`src/sv/kti_pkg.sv`:
```
`timescale 1ns / 1ps
`default_nettype none
// ----------------------------------------------------------------------------
// kti_pkg
// Shared types and constants of the keyframe track interpolator.
// ----------------------------------------------------------------------------
package kti_pkg;

	localparam int MAX_ENTRIES_DEF = 64;
	localparam int DUR_W           = 16;
	localparam int TIME_W          = 32;
	localparam int DVD_W           = 32;
	localparam int IN_DATA_W       = 168;
	localparam int OUT_DATA_W      = 144;

	localparam logic [1:0] MODE_LOAD    = 2'd0;
	localparam logic [1:0] MODE_RESTART = 2'd1;
	localparam logic [1:0] MODE_TICK    = 2'd2;

	localparam logic [1:0] CFG_ENTRY_COUNT = 2'd0;
	localparam logic [1:0] CFG_LOOP_FIRST  = 2'd1;
	localparam logic [1:0] CFG_LOOP_LAST   = 2'd2;

	typedef struct packed {
		logic [2:0][15:0] move;
		logic [2:0][15:0] sway;
		logic [7:0]       accel;
		logic [7:0]       pose;
		logic [15:0]      dur;
	} kti_entry_t;

	typedef struct packed {
		logic busy;
		logic done;
	} kti_div_stat_t;

	typedef enum logic [3:0] {
		ST_IDLE,
		ST_FETCH,
		ST_WALK,
		ST_CYC_FETCH,
		ST_CYC_ADD,
		ST_SKIP_WAIT,
		ST_NXT_FETCH,
		ST_NXT_CAP,
		ST_FDIV,
		ST_MUL,
		ST_ACC,
		ST_OUT
	} kti_state_t;

endpackage
`default_nettype wire

```
`src/sv/kti_divider.sv`:
```
`timescale 1ns / 1ps
`default_nettype none
// ----------------------------------------------------------------------------
// kti_divider
// Shared restoring divider, one quotient bit per cycle.
// ----------------------------------------------------------------------------
module kti_divider #(
	parameter int DVS_W = 22
) (
	input  wire                          clk,
	input  wire                          arst_n,
	input  wire                          start,
	input  wire [kti_pkg::DVD_W-1:0]     dividend,
	input  wire [DVS_W-1:0]              divisor,
	output kti_pkg::kti_div_stat_t       stat,
	output logic [kti_pkg::DVD_W-1:0]    quotient,
	output logic [DVS_W-1:0]             remainder
);
	import kti_pkg::*;

	localparam int CNT_W = $clog2(DVD_W + 1);

	logic [DVD_W-1:0] dvd_q;
	logic [DVS_W-1:0] dvs_q;
	logic [DVS_W-1:0] rem_q;
	logic [CNT_W-1:0] cnt_q;
	logic             busy_q;
	logic             done_q;
	logic [DVS_W:0]   trial;
	logic             fits;

	assign trial = {rem_q, dvd_q[DVD_W-1]};
	assign fits  = trial >= {1'b0, dvs_q};

	always_ff @(posedge clk or negedge arst_n) begin
		if (!arst_n) begin
			busy_q <= 1'b0;
			done_q <= 1'b0;
			cnt_q  <= '0;
		end else if (start) begin
			busy_q <= 1'b1;
			done_q <= 1'b0;
			cnt_q  <= CNT_W'(DVD_W);
		end else if (busy_q) begin
			cnt_q <= cnt_q - 1'b1;
			if (cnt_q == CNT_W'(1)) begin
				busy_q <= 1'b0;
				done_q <= 1'b1;
			end
		end else begin
			done_q <= 1'b0;
		end
	end

	// The quotient bits shift in behind the dividend bits.
	always_ff @(posedge clk) begin
		if (start) begin
			dvd_q <= dividend;
			dvs_q <= divisor;
			rem_q <= '0;
		end else if (busy_q) begin
			dvd_q <= {dvd_q[DVD_W-2:0], fits};
			rem_q <= fits ? DVS_W'(trial - {1'b0, dvs_q}) : trial[DVS_W-1:0];
		end
	end

	assign stat.busy = busy_q;
	assign stat.done = done_q;
	assign quotient  = dvd_q;
	assign remainder = rem_q;

endmodule
`default_nettype wire

```
`config.mk`:
```
export PLATFORM = sky130hd
export DESIGN_NAME = kti_divider
export DESIGN_NICKNAME = d
export VERILOG_FILES = /design/src/sv/kti_pkg.sv /design/src/sv/kti_divider.sv
export SDC_FILE = /design/constraint.sdc
export NUM_CORES = 1
export LEC_CHECK = 0
export BUFFER_PORTS_ARGS = -buffer_cell sky130_fd_sc_hd__buf_2
export CORE_UTILIZATION = 45
export CTS_CLUSTER_DIAMETER = 120
export DETAILED_ROUTE_END_ITERATION = 10
export GPL_TIMING_DRIVEN = 0
export PLACE_DENSITY = 0.82
export SYNTH_ARGS = -nofsm -noshare
export SYNTH_HDL_FRONTEND = slang
export SYNTH_SLANG_ARGS = --single-unit
```
`constraint.sdc`:
```
create_clock -name clk -period 2.7 [get_ports clk]
set_input_delay 0.54 -clock clk [delete_from_list [all_inputs] [get_ports clk]]
set_output_delay 0.54 -clock clk [all_outputs]
set_load 0.1 [all_outputs]
```
==> metrics <==
outcome=finished with violations; failing checks=negative setup slack; synth unique cells=54; antenna-violating nets left=0; # setup viols final=23; first-pass iteration count of the detailed router=6; clock sinks=84; final hold violations=0; DP HPWL=8.36 mm; antenna violations before repair=0; most common cell after layout, fill and taps aside=buf_2; P&R area growth vs syn=29.9%; reg2reg end=remainder[12]; Fin Setup TNS=-1960 ps; Die Width=just over 100 um; hold path endpoint=dvs_q[16]; Post-Synthesis Cells=417; CTS buffer count=9; largest family of logic cells by synthesized area=compound AO/OA/AOI/OAI gates; Pleak=2.63 nW; # DRC=0; DR vias/cell=5.56; area leader, netlist=edfxtp_1; Crit-path slowest cell=ha_2; Yosys top cell area share=0.350; Crit Path Category=register to register; sequential area share after synthesis=0.489; mux contribution to synthesized area=0.106; final net count=644; crit path buf inv count=2; number of global-route vias before repair=3808; share of cells above drive strength 1=0.437; Worst R2R Path Depth=12; critical path capture point type=register; Max clock buf depth=2; H-tree depth=3; Worst Path Required=2930 ps; Synth Area in XOR/XNOR=0.0397; CP Data Arrival Time=3070 ps; CP Launch Type=register; critical path, cell by cell=inv_1 > ha_2 > and3_4 > nand3_1 > nor4_4 > o211a_1 > a2111oi_4 > a2bb2oi_2 > a21boi_4 > buf_12 > mux2i_1 > a211oi_2; clock latency at the later pin of the worst-skew pair=~370 ps; I/O pin total=approximately 110; HP Start=divisor[16]; dominant synthesized flop cell=edfxtp_1; Fill cells=roughly 800; Initial Util=0.469; adder-cell share of the synthesized area=0.0692; Vias=3890; utilization after layout=0.609; detailed router's first-iteration violation count=206; crit path setup slack, layout=-147 ps; period utilization=1.05; Layout Cells excl Fill=700; Mapped Nets=around 500; Async SR Flop Fraction=0.0952; Chip Height=103 um; Synth Area in Compound Gates=0.155; peak supply drop=0.000452 V; Final min period=between 2000 and 3000 ps; final WL=~12 mm; synth top area cells=edfxtp_1 35%, dfxtp_1 9.5%, mux2_2 7.8%; Clock Root Buffer=clkbuf_8; number of diodes=0; crit-path leading delay family=compound AO/OA/AOI/OAI gates; GRT Total Usage=0.230; placed cell count=about 660; Pwr Density=749 mW/mm^2; achievable frequency=between 300 and 400 MHz; Core Area=0.00986 mm^2; pre-CTS WS=-577 ps; most frequent cells in the layout=112 x buf_2, 54 x edfxtp_1, 34 x nor2_1; Post-synth EDFFs=54; port bufs=112; final slew viol count=0; Slew @ Worst Pin=about 750 ps; TritonCTS clock tree=yes; YS warnings=0; total gr overflow=0; Max-slew headroom=0.498; total of max-cap violations=0; die area=0.0107 mm^2; Mean Syn Cell Area=approximately 11 um^2; max incr delay on CP=approximately 390 ps; largest net degree at the start of global routing=33; simple-gate share of the synthesized area=0.0941; Seq cells post-synth=84; Clock Skew=between 10 and 15 ps; drt wl/cell=17.1 um; Crit Reg-Reg Startpoint=dvs_q[13]; RSZ-0062 raised after global routing=true; Final GP Congestion=0.905; Clock transition at path regs=80 ps; CP Max Fanout=10; Reg2Reg Setup Slack=-150 ps; Tightest Hold Check Type=input port to register; Hold Crit Depth=1; # rows=36; first-pass GRT wire length=18.2 mm; synthesized cell area=0.00463 mm^2
-- synthesized netlist by cell type, types with 4 or more instances --
cell type and number:
edfxtp_1 54, nor2_1 34, mux2_2 32, inv_1 30, ha_1 24, a21oi_1 23
dfxtp_1 22, nand2_1 22, a211oi_1 20, mux2i_1 13, xnor2_1 13, clkbuf_1 11
a21o_1 10, nand3_1 10, dfrtp_1 8, nor3_1 8, o21ai_0 8, xor2_1 8
a311oi_1 6, o211ai_1 5, nor4_1 4, o21a_1 4
-- per-stage QoR --
stage               power, mW  hold slack [ps]  cell area, um^2
global placement         3.46              386             5460
finish                   4.50              343             6010
global route             4.69              326             6010
detailed placement       3.50              389             5460
CTS                      4.46              328             5880
floorplan                3.17              244             4730
-- area by class of cell --
cell class	instances	area (um^2)	share of cell area
plain buffers	18	98.8	0.0164
clock buffers	11	131	0.0219
clock inverters	5	52.6	0.00874
inverters	31	116	0.0194
multi-input cells	283	2390	0.398
flip-flops and latches	84	2290	0.381
well taps	133	166	0.0277
repair buffers	135	763	0.127
-- worst max path at each step --
stage / from / to / slack, ps / cells past startpoint
finish: dvs_q[13] / remainder[12] / -150 / 12
detailed placement: dvs_q[15] / remainder[12] / -580 / 12
CTS: dvs_q[16] / remainder[0] / -80 / 12
global placement: dvs_q[15] / remainder[9] / -500 / 12
floorplan: quotient[31] / remainder[20] / -320 / 13
global route: dvs_q[1] / remainder[12] / -230 / 13
-- where the power goes --
group / total, mW / switching (mW) / internal (mW)
clock: 0.882 / 0.458 / 0.424
sequential: 1.70 / 0.135 / 1.57
combinational: 1.92 / 1.36 / 0.555
total: 4.50 / 1.96 / 2.54
-- state kept, by name (all words and copies together), names as in the netlist --
| name | cells |
|---|---|
| cnt_q | 6 |
| done_q | 1 |
| remainder | 22 |
| busy_q | 1 |
| quotient | 32 |
| dvs_q | 22 |
-- per-layer routing --
metal | vias to the layer above | track usage | wire length [um]
met3 | 31 | 0.0591 | 1030
met5 | - | 0 | 0
met4 | 0 | 0.127 | 380
li1 | 1838 | - | -
met1 | 1830 | 0.282 | 4880
met2 | 191 | 0.369 | 5680
-- repair_timing --
item                                   4_1_cts  5_1_grt
endpoints found under the hold margin        8        0
setup endpoints to repair                   23       23
pin swaps                                   27       11
gates resized for setup                     26       11
hold buffers                                 1        0
buffers inserted                            14        7
-- cell families after synthesis --
group	count (synthesis)
AND/OR/NAND/NOR	94
multiplexers	45
flip-flops	84
XOR/XNOR	21
buffers and inverters	50
AO/OA/AOI/OAI	98
adder cells (fa/ha/maj)	25
(Power assumes the default switching activity.)
